## src/sv/layered_alpha_pixel_compositor_defines.svh

```systemverilog
// Assertion macros for the layered alpha pixel compositor.
`ifndef LAYERED_ALPHA_PIXEL_COMPOSITOR_DEFINES_SVH
`define LAYERED_ALPHA_PIXEL_COMPOSITOR_DEFINES_SVH

// Consequent must hold in the same cycle as the antecedent.
`define LAPC_ASSERT_SAME(label, clk, rst_n, ante, cons, msg) \
  label: assert property (@(posedge clk) disable iff (!rst_n) (ante) |-> (cons)) \
    else $error(msg);

// Consequent must hold in the cycle after the antecedent.
`define LAPC_ASSERT_NEXT(label, clk, rst_n, ante, cons, msg) \
  label: assert property (@(posedge clk) disable iff (!rst_n) (ante) |=> (cons)) \
    else $error(msg);

`endif

```

## src/sv/lapc_pkg.sv

```systemverilog
// Package: constants, codes and stage types of the layered alpha compositor.
`timescale 1ns / 1ps
package lapc_pkg;

  localparam int PIX_W   = 32;
  localparam int CH_W    = 8;
  localparam int RGB_W   = 24;
  localparam int SUM_W   = 16;
  localparam int MODE_W  = 2;
  localparam int CFG_IDX_W = 1;
  localparam int CFG_DATA_W = 8;

  localparam logic [CH_W-1:0] ALPHA_MAX = 8'hFF;

  localparam logic [MODE_W-1:0] MODE_OVER  = 2'd0;
  localparam logic [MODE_W-1:0] MODE_MARK  = 2'd1;
  localparam logic [MODE_W-1:0] MODE_LAYER = 2'd2;

  localparam logic [CFG_IDX_W-1:0] CFG_MODE  = 1'b0;
  localparam logic [CFG_IDX_W-1:0] CFG_LAYER = 1'b1;

  typedef struct packed {
    logic [RGB_W-1:0] base;
    logic [RGB_W-1:0] top;
    logic [CH_W-1:0]  wgt;
    logic [CH_W-1:0]  alpha;
    logic             pix_wr;
    logic             depth_wr;
    logic [CH_W-1:0]  new_depth;
    logic [PIX_W-1:0] dst;
  } dec_t;

  typedef struct packed {
    logic [2:0][SUM_W-1:0] sum;
    logic [CH_W-1:0]       alpha;
    logic                  pix_wr;
    logic                  depth_wr;
    logic [CH_W-1:0]       new_depth;
    logic [PIX_W-1:0]      dst;
  } mul_t;

  typedef struct packed {
    logic [PIX_W-1:0] new_pixel;
    logic             pixel_write;
    logic             depth_write;
    logic [CH_W-1:0]  new_depth;
  } res_t;

endpackage

```

## src/sv/lapc_if.sv

```systemverilog
// Request channel interfaces for pixel input and composited result.
`timescale 1ns / 1ps
interface lapc_in_if;
  logic                        valid;
  logic                        ready;
  logic [lapc_pkg::PIX_W-1:0]  source_pixel;
  logic [lapc_pkg::PIX_W-1:0]  dest_pixel;
  logic [lapc_pkg::CH_W-1:0]   depth_value;

  modport source (output valid, output source_pixel, output dest_pixel,
                  output depth_value, input ready);
  modport sink   (input valid, input source_pixel, input dest_pixel,
                  input depth_value, output ready);
endinterface

interface lapc_out_if;
  logic                        valid;
  logic                        ready;
  logic [lapc_pkg::PIX_W-1:0]  new_pixel;
  logic                        pixel_write;
  logic                        depth_write;
  logic [lapc_pkg::CH_W-1:0]   new_depth;

  modport source (output valid, output new_pixel, output pixel_write,
                  output depth_write, output new_depth, input ready);
  modport sink   (input valid, input new_pixel, input pixel_write,
                  input depth_write, input new_depth, output ready);
endinterface

```

## src/sv/lapc_decode.sv

```systemverilog
// Stage 1: mode decode, operand and weight selection, write flags.
`timescale 1ns / 1ps
module lapc_decode (
  input  logic                        clk,
  input  logic                        rst_n,
  input  logic [lapc_pkg::MODE_W-1:0] mode,
  input  logic [lapc_pkg::CH_W-1:0]   layer,
  input  logic                        in_valid,
  input  logic [lapc_pkg::PIX_W-1:0]  source_pixel,
  input  logic [lapc_pkg::PIX_W-1:0]  dest_pixel,
  input  logic [lapc_pkg::CH_W-1:0]   depth_value,
  input  logic                        down_take,
  output logic                        take,
  output logic                        dec_valid,
  output lapc_pkg::dec_t              dec
);
  import lapc_pkg::*;

  logic            valid_r;
  dec_t            dec_r;
  dec_t            dec_nxt;
  logic [CH_W-1:0] src_a;
  logic [CH_W-1:0] dst_a;

  assign src_a = source_pixel[PIX_W-1 -: CH_W];
  assign dst_a = dest_pixel[PIX_W-1 -: CH_W];
  assign take  = !valid_r || down_take;

  always_comb begin
    dec_nxt           = '0;
    dec_nxt.base      = dest_pixel[RGB_W-1:0];
    dec_nxt.top       = source_pixel[RGB_W-1:0];
    dec_nxt.wgt       = src_a;
    dec_nxt.alpha     = ALPHA_MAX;
    dec_nxt.dst       = dest_pixel;
    unique case (mode)
      MODE_OVER: begin
        dec_nxt.pix_wr = (src_a != '0);
      end
      MODE_MARK: begin
        if (src_a != '0) begin
          dec_nxt.depth_wr  = 1'b1;
          dec_nxt.new_depth = layer;
        end
      end
      MODE_LAYER: begin
        if (depth_value >= layer) begin
          dec_nxt.pix_wr = (src_a != '0);
          dec_nxt.alpha  = src_a;
        end else if (dst_a != ALPHA_MAX) begin
          // rear branch: source under destination, weighted by dest alpha
          dec_nxt.pix_wr = 1'b1;
          dec_nxt.base   = source_pixel[RGB_W-1:0];
          dec_nxt.top    = dest_pixel[RGB_W-1:0];
          dec_nxt.wgt    = dst_a;
          dec_nxt.alpha  = dst_a;
        end
      end
      default: begin
      end
    endcase
  end

  always_ff @(posedge clk) begin
    if (!rst_n) begin
      valid_r <= 1'b0;
    end else if (take) begin
      valid_r <= in_valid;
    end
  end

  always_ff @(posedge clk) begin
    if (take && in_valid) begin
      dec_r <= dec_nxt;
    end
  end

  assign dec_valid = valid_r;
  assign dec       = dec_r;
endmodule

```

## src/sv/lapc_mul.sv

```systemverilog
// Stage 2: weighted channel products base*(255-a) + top*a.
`timescale 1ns / 1ps
module lapc_mul (
  input  logic           clk,
  input  logic           rst_n,
  input  logic           dec_valid,
  input  lapc_pkg::dec_t dec,
  input  logic           down_take,
  output logic           take,
  output logic           mul_valid,
  output lapc_pkg::mul_t mul
);
  import lapc_pkg::*;

  logic            valid_r;
  mul_t            mul_r;
  mul_t            mul_nxt;
  logic [CH_W-1:0] inv;

  assign inv  = ALPHA_MAX - dec.wgt;
  assign take = !valid_r || down_take;

  always_comb begin
    logic [SUM_W-1:0] pb;
    logic [SUM_W-1:0] pt;
    logic [SUM_W:0]   s;
    mul_nxt           = '0;
    mul_nxt.alpha     = dec.alpha;
    mul_nxt.pix_wr    = dec.pix_wr;
    mul_nxt.depth_wr  = dec.depth_wr;
    mul_nxt.new_depth = dec.new_depth;
    mul_nxt.dst       = dec.dst;
    for (int c = 0; c < 3; c++) begin
      pb = {{(SUM_W-CH_W){1'b0}}, dec.base[c*CH_W +: CH_W]} *
           {{(SUM_W-CH_W){1'b0}}, inv};
      pt = {{(SUM_W-CH_W){1'b0}}, dec.top[c*CH_W +: CH_W]} *
           {{(SUM_W-CH_W){1'b0}}, dec.wgt};
      // weights add to 255, so the sum never exceeds 255*255
      s  = {1'b0, pb} + {1'b0, pt};
      mul_nxt.sum[c] = s[SUM_W-1:0];
    end
  end

  always_ff @(posedge clk) begin
    if (!rst_n) begin
      valid_r <= 1'b0;
    end else if (take) begin
      valid_r <= dec_valid;
    end
  end

  always_ff @(posedge clk) begin
    if (take && dec_valid) begin
      mul_r <= mul_nxt;
    end
  end

  assign mul_valid = valid_r;
  assign mul       = mul_r;
endmodule

```

## src/sv/lapc_div.sv

```systemverilog
// Stage 3: divide by 255, pixel assembly and output register.
`timescale 1ns / 1ps
module lapc_div (
  input  logic           clk,
  input  logic           rst_n,
  input  logic           mul_valid,
  input  lapc_pkg::mul_t mul,
  input  logic           out_ready,
  output logic           take,
  output logic           res_valid,
  output lapc_pkg::res_t res
);
  import lapc_pkg::*;

  logic valid_r;
  res_t res_r;
  res_t res_nxt;

  assign take = !valid_r || out_ready;

  always_comb begin
    logic [SUM_W:0]   t;
    logic [RGB_W-1:0] rgb;
    rgb = '0;
    for (int c = 0; c < 3; c++) begin
      // floor(x/255) = (x + 1 + (x >> 8)) >> 8, exact for x below 65535
      t = {1'b0, mul.sum[c]} + {{SUM_W{1'b0}}, 1'b1} +
          {{(CH_W+1){1'b0}}, mul.sum[c][SUM_W-1:CH_W]};
      rgb[c*CH_W +: CH_W] = t[2*CH_W-1:CH_W];
    end
    res_nxt.new_pixel   = mul.pix_wr ? {mul.alpha, rgb} : mul.dst;
    res_nxt.pixel_write = mul.pix_wr;
    res_nxt.depth_write = mul.depth_wr;
    res_nxt.new_depth   = mul.new_depth;
  end

  always_ff @(posedge clk) begin
    if (!rst_n) begin
      valid_r <= 1'b0;
    end else if (take) begin
      valid_r <= mul_valid;
    end
  end

  always_ff @(posedge clk) begin
    if (take && mul_valid) begin
      res_r <= res_nxt;
    end
  end

  assign res_valid = valid_r;
  assign res       = res_r;
endmodule

```

## src/sv/layered_alpha_pixel_compositor.sv

```systemverilog
// Layered alpha pixel compositor: config registers and three-stage pipeline.
//
// Usage: present source pixel, destination pixel and stored layer value on
// in_ch; a request is taken when valid and ready are both high. Each request
// yields exactly one result on out_ch: the new destination pixel, the pixel
// and layer-buffer write flags and the layer value to store.
// Configuration: cfg_we writes cfg_data into register cfg_index (0 mode,
// 1 layer); write only while no request is in flight.
// Requests pass the decode, multiply and divide stages in order, each stage
// one register. Throughput: one request per cycle while out_ch is ready; the
// widest path is the 8x8 channel multipliers followed by the product add.
// Reset (synchronous, rst_n low) empties the pipeline and sets mode and
// layer to 0. When the receiver holds ready low, the result register holds;
// ready on in_ch stays high until every stage is full, so up to three
// requests are absorbed and nothing is dropped or repeated.
`timescale 1ns / 1ps
`include "layered_alpha_pixel_compositor_defines.svh"
module layered_alpha_pixel_compositor (
  input  logic                            clk,
  input  logic                            rst_n,
  input  logic                            cfg_we,
  input  logic [lapc_pkg::CFG_IDX_W-1:0]  cfg_index,
  input  logic [lapc_pkg::CFG_DATA_W-1:0] cfg_data,
  lapc_in_if.sink                         in_ch,
  lapc_out_if.source                      out_ch
);
  import lapc_pkg::*;

  logic [MODE_W-1:0] mode_r;
  logic [CH_W-1:0]   layer_r;

  logic take1, take2, take3;
  logic dec_valid, mul_valid, res_valid;
  dec_t dec;
  mul_t mul;
  res_t res;

  always_ff @(posedge clk) begin
    if (!rst_n) begin
      mode_r  <= MODE_OVER;
      layer_r <= '0;
    end else if (cfg_we) begin
      unique case (cfg_index)
        CFG_MODE:  mode_r  <= cfg_data[MODE_W-1:0];
        CFG_LAYER: layer_r <= cfg_data[CH_W-1:0];
        default: begin
        end
      endcase
    end
  end

  lapc_decode u_decode (
    .clk          (clk),
    .rst_n        (rst_n),
    .mode         (mode_r),
    .layer        (layer_r),
    .in_valid     (in_ch.valid),
    .source_pixel (in_ch.source_pixel),
    .dest_pixel   (in_ch.dest_pixel),
    .depth_value  (in_ch.depth_value),
    .down_take    (take2),
    .take         (take1),
    .dec_valid    (dec_valid),
    .dec          (dec)
  );

  lapc_mul u_mul (
    .clk       (clk),
    .rst_n     (rst_n),
    .dec_valid (dec_valid),
    .dec       (dec),
    .down_take (take3),
    .take      (take2),
    .mul_valid (mul_valid),
    .mul       (mul)
  );

  lapc_div u_div (
    .clk       (clk),
    .rst_n     (rst_n),
    .mul_valid (mul_valid),
    .mul       (mul),
    .out_ready (out_ch.ready),
    .take      (take3),
    .res_valid (res_valid),
    .res       (res)
  );

  assign in_ch.ready        = take1;
  assign out_ch.valid       = res_valid;
  assign out_ch.new_pixel   = res.new_pixel;
  assign out_ch.pixel_write = res.pixel_write;
  assign out_ch.depth_write = res.depth_write;
  assign out_ch.new_depth   = res.new_depth;

  `LAPC_ASSERT_SAME(a_flags_exclusive, clk, rst_n, out_ch.valid,
    !(out_ch.pixel_write && out_ch.depth_write), "pixel and depth write both set")
  `LAPC_ASSERT_SAME(a_depth_value, clk, rst_n, out_ch.valid && out_ch.depth_write,
    out_ch.new_depth == layer_r && mode_r == MODE_MARK, "depth write with wrong layer")
  `LAPC_ASSERT_SAME(a_full_backpressure, clk, rst_n,
    dec_valid && mul_valid && res_valid && !out_ch.ready,
    !in_ch.ready, "request taken while pipeline full and stalled")
  `LAPC_ASSERT_NEXT(a_drain_moves, clk, rst_n, mul_valid && take3,
    res_valid, "stage 2 item lost on advance")
endmodule

```

## src/flat_wrapper.sv

```systemverilog
// flat-port wrapper written by rule: the top's interface ports become plain ports
module layered_alpha_pixel_compositor_flat import lapc_pkg::*;
  (clk, rst_n, cfg_we, cfg_index, cfg_data, in_ch_valid, in_ch_source_pixel, in_ch_dest_pixel, in_ch_depth_value, in_ch_ready, out_ch_valid, out_ch_new_pixel, out_ch_pixel_write, out_ch_depth_write, out_ch_new_depth, out_ch_ready);
  lapc_in_if in_ch_i ();
  lapc_out_if out_ch_i ();
  input  logic clk;
  input  logic rst_n;
  input  logic cfg_we;
  input  logic [lapc_pkg::CFG_IDX_W-1:0] cfg_index;
  input  logic [lapc_pkg::CFG_DATA_W-1:0] cfg_data;
  input wire logic [$bits(in_ch_i.valid)-1:0] in_ch_valid;
  input wire logic [$bits(in_ch_i.source_pixel)-1:0] in_ch_source_pixel;
  input wire logic [$bits(in_ch_i.dest_pixel)-1:0] in_ch_dest_pixel;
  input wire logic [$bits(in_ch_i.depth_value)-1:0] in_ch_depth_value;
  output wire logic [$bits(in_ch_i.ready)-1:0] in_ch_ready;
  output wire logic [$bits(out_ch_i.valid)-1:0] out_ch_valid;
  output wire logic [$bits(out_ch_i.new_pixel)-1:0] out_ch_new_pixel;
  output wire logic [$bits(out_ch_i.pixel_write)-1:0] out_ch_pixel_write;
  output wire logic [$bits(out_ch_i.depth_write)-1:0] out_ch_depth_write;
  output wire logic [$bits(out_ch_i.new_depth)-1:0] out_ch_new_depth;
  input wire logic [$bits(out_ch_i.ready)-1:0] out_ch_ready;
  assign in_ch_i.valid = in_ch_valid;
  assign in_ch_i.source_pixel = in_ch_source_pixel;
  assign in_ch_i.dest_pixel = in_ch_dest_pixel;
  assign in_ch_i.depth_value = in_ch_depth_value;
  assign in_ch_ready = in_ch_i.ready;
  assign out_ch_valid = out_ch_i.valid;
  assign out_ch_new_pixel = out_ch_i.new_pixel;
  assign out_ch_pixel_write = out_ch_i.pixel_write;
  assign out_ch_depth_write = out_ch_i.depth_write;
  assign out_ch_new_depth = out_ch_i.new_depth;
  assign out_ch_i.ready = out_ch_ready;
  layered_alpha_pixel_compositor u_core (.clk(clk), .rst_n(rst_n), .cfg_we(cfg_we), .cfg_index(cfg_index), .cfg_data(cfg_data), .in_ch(in_ch_i), .out_ch(out_ch_i));
endmodule
```

## config.mk

```make
export PLATFORM = sky130hd
export DESIGN_NAME = layered_alpha_pixel_compositor_flat
export DESIGN_NICKNAME = d
export VERILOG_FILES = /design/src/sv/lapc_pkg.sv /design/src/sv/lapc_if.sv /design/src/sv/lapc_decode.sv /design/src/sv/lapc_mul.sv /design/src/sv/lapc_div.sv /design/src/sv/layered_alpha_pixel_compositor.sv /design/src/flat_wrapper.sv
export VERILOG_INCLUDE_DIRS = /design/src /design/src/sv
export SDC_FILE = /design/constraint.sdc
export NUM_CORES = 1
export LEC_CHECK = 0
export ABC_AREA = 1
export BUFFER_PORTS_ARGS = -buffer_cell sky130_fd_sc_hd__buf_4
export CAP_MARGIN = 20
export CORE_UTILIZATION = 33
export CTS_CLUSTER_SIZE = 40
export DETAILED_ROUTE_END_ITERATION = 16
export SYNTH_ARGS = -nofsm -noshare
export SYNTH_HDL_FRONTEND = slang
export SYNTH_HIERARCHICAL = 1
export SYNTH_SLANG_ARGS = --single-unit
```

## constraint.sdc

```tcl
create_clock -name clk -period 18.7 [get_ports clk]
set_input_delay 0.935 -clock clk [delete_from_list [all_inputs] [get_ports clk]]
set_output_delay 0.935 -clock clk [all_outputs]
set_load 0.005 [all_outputs]
```

==> flow_summary.yaml, run 1 <==
yosys:
  synth_top_area_share_pct: 28.9
  ys_top_cells_by_area: "edfxtp_1 (29%), fa_1 (23%), inv_1 (12%), nand2_1 (11%), ha_1 (11%)"
  postSynth.asyncResetShare_pct: 0
  synthCells: 2985
  yosysMostFrequentCell: "inv_1"
  ys.flop_type: "edfxtp_1"
  yosysWarnings: 6
  synthTopCellsByCount: "inv_1 (802), nand2_1 (754), fa_1 (288)"
  syn_area_mm2: 0.0256
  synth_top_area_cell: "edfxtp_1"
  synth_edf_count: 246
  syn_avg_cell_area_um2: 8.58
  synth-seq-cells: 259
  yosysSeqAreaShare_pct: 29.9
  synth_cell_types: 46
hold_path:
  hold_class: "flip-flop to flip-flop"
  hold_start: "u_core/u_decode/dec[21]"
global_route:
  grt_max_degree: 71
  grt_pass1_wl_mm: 100
  track_usage_pct: 16.2
  antenna_found_initial: 2
  grt_overflow_total: 0
  grt_pass1_vias: 18827
clock_tree:
  post-cts-setup-buffers: 0
  clock-sinks: 259
  postCtsHoldBufs: 0
  tritoncts: "yes"
  clk_pin_slew_ps: 70
  clk_root_buffer_cell: "clkbuf_16"
  cts_buffers: 30
  clk_path_buf_depth: 3
  cts_repair_resize_count: 0
  worstSkewPairLatency_ps: 580
  htreeDepth: 1
critical_path:
  cp_max_fo: 36
  required_ps: 19040
  rrSetupSlack_ps: 12820
  worstSetupStartpoint: "u_core/u_decode/dec[52]"
  critPathMaxStageDelay_ps: 550
  endpoint_kind: "flip-flop"
  critical_path.endpoint: "u_core/u_mul/mul[94]"
  cp_num_cells: 19
  path_buf_inv: 5
  crit_slowest_cell: "fa_1"
  worstPathArrival_ps: 6220
  critPathKind: "flip-flop to flip-flop"
  crit_family: "adder cells"
  reg2reg_depth: 19
  r2r-end: "u_core/u_mul/mul[94]"
  worstReg2RegStart: "u_core/u_decode/dec[52]"
  path_common_cell: "fa_1"
  cp_cell_sequence: "buf_4 > inv_1 > nand2_1 > fa_1 > fa_1 > inv_1 > fa_1 > fa_1 > fa_1 > inv_1 > fa_1 > inv_1 > ha_1 > a21oi_1 > nor2_1 > nor2_1 > nand3_1 > nand2_1 > nand2_1"
  cp-start-kind: "flip-flop"
die:
  start_util_pct: 33.5
  fp.coreArea_mm2: 0.0763
  die_h_um: 281
  io_pins: 130
  fp.dieW_um: 281
  die-area_mm2: 0.0787
  num_rows: 101
routing:
  ant_nets: 0
  vias_per_cell: 4.47
  drt_pass1_iterations: 6
  drtIter0Drc: 1035
  post_drt_wl_per_cell_um: 14.8
  vias: 18478
  routed_wl_mm: 61.3
  drc: 0
sta:
  fin_crit_ps: 5880
  max_slew_margin_pct: 35.9
  tightestPinTransition_ps: 962
  hold_viol: 0
  timing.final.crit_share_pct: 31.4
  setup_tns_ps: 0
  fin_skew_ps: 19.0
  drv_slew: 0
  fmax_mhz: 170
  setup_viol: 0
  rsz0062_at_grt: "false"
place:
  dpl.hpwl_mm: 48.0
  gp_congestion: 0.873
  port_buffers: 129
final_layout:
  drive_gt1_share_pct: 9.80
  syn2layout_area_growth_pct: 11.7
  fin_nets: 3667
status:
  outcome: "completed"
run:
  drv_cap: 0
area by class of cell:
class	count	area [um2]
tap	1030	1290
sequential	259	7650
clock buffer	35	791
inverter	808	3030
fill	7808	47700
antenna	2	5.00
clock inverter	20	267
multi-input combinational	1834	14500
timing repair buffer	145	1090
placed cells by master (no fill, tap or decap), types with 5 or more instances in the layout:
cell type / synthesis / routed
nand2_2: 42 / 42
xor2_1: 15 / 15
nand4_1: 12 / 12
bufinv_16: 0 / 5
a21boi_0: 9 / 9
o21ai_2: 40 / 40
xnor2_1: 9 / 9
or2_1: 5 / 5
nand3_1: 104 / 104
nor3_1: 10 / 10
clkbuf_16: 0 / 31
nor2_2: 6 / 6
nand2_1: 754 / 754
o21bai_1: 5 / 5
fa_1: 288 / 288
buf_4: 2 / 145
clkinv_2: 1 / 6
dfxtp_1: 13 / 13
o21ai_0: 20 / 20
ha_1: 215 / 215
edfxtp_1: 246 / 246
a21oi_1: 55 / 52
inv_1: 802 / 802
nand3b_1: 23 / 23
nor2_1: 192 / 192
per-layer routing:
metal  GRT usage [%]  share of wire, %
met3            2.50               5.0
met4            4.30               2.5
met5               0                 0
met1            22.3                47
met2            26.3                46
flip-flops by register name, summed over array words and instances (netlist names):
name / flops
u_core/u_mul/mul_valid: 1
u_core/mode_r: 2
u_core/u_div/res: 42
u_core/u_decode/dec: 106
u_core/u_decode/dec_valid: 1
u_core/u_mul/mul: 98
u_core/layer_r: 8
u_core/u_div/res_valid: 1
logic make-up (layout without fill, tap and decap cells):
logic type / after synthesis / in the layout / share of synthesized area [%]
other cells: 1 / 5 / 0.0146
buf+inv: 894 / 1008 / 13.7
xor+xnor: 24 / 24 / 0.821
compound gates: 138 / 138 / 3.52
flops: 259 / 259 / 29.9
simple gates: 1166 / 1166 / 19.0
fa+ha+maj: 503 / 503 / 33.0
worst min path at each step:
stage	to	slack (ps)	cells past startpoint
6_report	u_core/u_mul/mul[21]	410	0
3_5_place_dp	u_core/u_mul/mul[21]	400	0
3_3_place_gp	u_core/u_mul/mul[29]	400	0
2_1_floorplan	u_core/u_div/res[0]	400	0
4_1_cts	u_core/u_mul/mul[42]	410	0
5_1_grt	u_core/u_mul/mul[1]	420	0
per-stage QoR:
step	instances	utilization, %	hold slack [ps]	worst slack (ps)	instance area [um2]
after CTS	4131	37.5	412	12870	28600
final	4133	37.5	413	12820	28600
after floorplan	2987	-	400	11820	25600
after global placement	4076	36.1	401	12910	27500
after global routing	4133	37.5	422	12530	28600
after detailed placement	4076	36.1	405	12910	27500
Power of run 1 is not shown: default switching activity piles up to over one toggle a cycle in this logic, so the estimate is an artifact.
==> inputs of run 2 (changes only) <==
- ABC_AREA: 1 -> 0
- clock period: 18.7 -> 5.9 ns (I/O delays scaled with it)
==> run 2 against run 1 <==
Effect of this change: synthesized area decreased by 6.0%; final area decreased by 1.5%; hold slack got worse by 380 ps; critical path depth decreased by 3; non-clock buffer count increased by 100; critical path type unchanged; register-to-register slack got worse by 13000 ps; wire length decreased by 8.0%; via count decreased by 15%; core utilization increased by 1.7 points; first-iteration DRC count decreased by 19%.
==> flow_summary.yaml, run 2 <==
status:
  outcome: "completed"
global_route:
  grt_pass1_wl_mm: 91.8
  grt_pass1_vias: 17094
  antenna_found_initial: 2
  grt_overflow_total: 0
  track_usage_pct: 15.5
  grt_max_degree: 72
power:
  p_leak_nw: 12.4
  vdd_drop_max_uv: 603
  power_mw: 16.3
  p_per_area_mw_per_mm2: 579
routing:
  drtIter0Drc: 840
  vias_per_cell: 4.68
  ant_nets: 0
  post_drt_wl_per_cell_um: 16.9
  drc: 0
  drt_pass1_iterations: 5
  routed_wl_mm: 56.4
  vias: 15618
die:
  start_util_pct: 33.5
  fp.dieW_um: 272
  fp.coreArea_mm2: 0.0719
  io_pins: 130
  num_rows: 98
  die_h_um: 272
  die-area_mm2: 0.0740
critical_path:
  cp-start-kind: "flip-flop"
  worstReg2RegStart: "u_core/u_decode/dec[51]"
  endpoint_kind: "flip-flop"
  r2r-end: "u_core/u_mul/mul[96]"
  reg2reg_depth: 16
  worstPathArrival_ps: 6020
  rrSetupSlack_ps: 220
  cp_max_fo: 41
  critPathKind: "flip-flop to flip-flop"
  required_ps: 6240
yosys:
  synthTopCellsByCount: "inv_1 (429), fa_1 (288), edfxtp_1 (246)"
  syn_avg_cell_area_um2: 11.2
  synth_top_area_cell: "edfxtp_1"
  yosysSeqAreaShare_pct: 31.8
  synth-seq-cells: 259
  synth_edf_count: 246
  postSynth.asyncResetShare_pct: 0
  syn_area_mm2: 0.0241
  yosysWarnings: 6
  synth_cell_types: 75
  yosysMostFrequentCell: "inv_1"
  ys.flop_type: "edfxtp_1"
  synth_top_area_share_pct: 30.7
  ys_top_cells_by_area: "edfxtp_1 (31%), fa_1 (24%), ha_1 (11%), inv_1 (6.7%), and2_1 (4.1%)"
  synthCells: 2151
final_layout:
  syn2layout_area_growth_pct: 17.1
  insertedDiodeCount: 0
  most-common-layout-cells: "inv_1 (429), fa_1 (286), edfxtp_1 (246), ha_1 (213), buf_4 (172)"
  design_area_mm2: 0.0282
  layout_commonest_cell: "inv_1"
  final_cells: 3337
  drive_gt1_share_pct: 13.2
  fin_nets: 2952
  fill_cells: 6918
  largest_reg_flops: 106
  final_util_pct: 39.2
place:
  gp_congestion: 0.901
  place_ws_ps: 124
  place_area_mm2: 0.0263
  port_buffers: 129
  dpl.hpwl_mm: 43.8
  dp_cells: 3213
sta:
  fin_skew_ps: 28.7
  fin_ws_ps: 222
  tightestPinTransition_ps: 1080
  setup_viol: 0
  hold_viol: 0
  drv_slew: 0
  fmax_mhz: 176
  fin_crit_ps: 5680
  max_slew_margin_pct: 28.3
  timing.final.crit_share_pct: 96.2
  timing.hold.ws_ps: 31.5
  rsz0062_at_grt: "false"
  setup_tns_ps: 0
hold_path:
  min_to: "u_core/layer_r[7]"
  hold_start: "cfg_index"
  hold-path-cell-count: 3
  hold_class: "input pin to flip-flop"
clock_tree:
  clk_pin_slew_ps: 60
  clk_path_buf_depth: 3
  htreeDepth: 1
  tritoncts: "yes"
  cts_buffers: 30
  clk_root_buffer_cell: "clkbuf_16"
  worstSkewPairLatency_ps: 600
  clock-sinks: 259
run:
  drv_cap: 0
-- run 2: routing by layer --
layer	GRT usage (%)	wire (um)	part of all wire, %	vias up
li1	-	-	-	7401
met1	19.5	24100	43	7875
met2	28.5	29400	52	269
met3	1.51	1700	3.0	69
met4	3.77	1170	2.1	4
met5	0	29	0.051	-
-- run 2: cell type report --
cell class	instances	area [um2]	share of cell area (%)
Clock buffer	36	803	2.85
Clock inverter	20	367	1.30
Inverter	430	1610	5.73
Multi-Input combinational cell	1397	14500	51.4
Sequential cell	259	7650	27.1
Tap cell	950	1190	4.22
Timing Repair Buffer	245	2070	7.36
-- run 2: worst max path at each step --
stage	cells after the start	slack, ps	startpoint	end
2_1_floorplan	19	220	u_core/u_decode/dec[56]	u_core/u_mul/mul[79]
3_3_place_gp	16	260	u_core/u_decode/dec[51]	u_core/u_mul/mul[96]
3_5_place_dp	16	120	u_core/u_decode/dec[51]	u_core/u_mul/mul[96]
4_1_cts	16	120	u_core/u_decode/dec[51]	u_core/u_mul/mul[96]
5_1_grt	17	2	u_core/u_decode/dec[53]	u_core/u_mul/mul[79]
6_report	16	220	u_core/u_decode/dec[51]	u_core/u_mul/mul[96]
-- run 2: what timing repair did --
item | in CTS | in global routing
setup buffers | 0 | 2
endpoints found under the hold margin | 76 | 0
hold buffers | 66 | 0
gates resized for setup | 0 | 11
setup endpoints to repair | 0 | 5
-- run 2: critical path, stage by stage, from the launching register on --
cell,delay (ps)
edfxtp_1,470
buf_12,230
nand2b_1,180
fa_1,530
fa_1,540
inv_1,50
fa_1,480
fa_1,510
fa_1,510
inv_1,50
fa_1,490
inv_1,40
ha_1,340
and2_1,190
a311o_1,350
a2111oi_2,380
nor4_1,90
-- run 2: cell families (layout without fill, tap and decap cells) --
| family | Yosys count | after routing | synth area share (%) |
|---|---|---|---|
| adders and majority gates | 503 | 503 | 35.1 |
| AOI/OAI and AO/OA | 202 | 202 | 5.90 |
| xor gates and xnor gates | 44 | 44 | 1.60 |
| buffers and inverters | 497 | 731 | 8.20 |
| other | 1 | 3 | 0.0156 |
| muxes | 75 | 75 | 3.91 |
| and+or+nand+nor | 570 | 570 | 13.5 |
| DFF | 259 | 259 | 31.8 |
-- run 2: power breakdown --
group / switching (mW) / internal, mW / total [mW]
logic: 6.25 / 4.89 / 11.1
registers: 0.217 / 2.79 / 3.01
clock network: 0.806 / 1.37 / 2.18
total: 7.28 / 9.05 / 16.3
No activity file was read; power rests on OpenSTA's default activity.
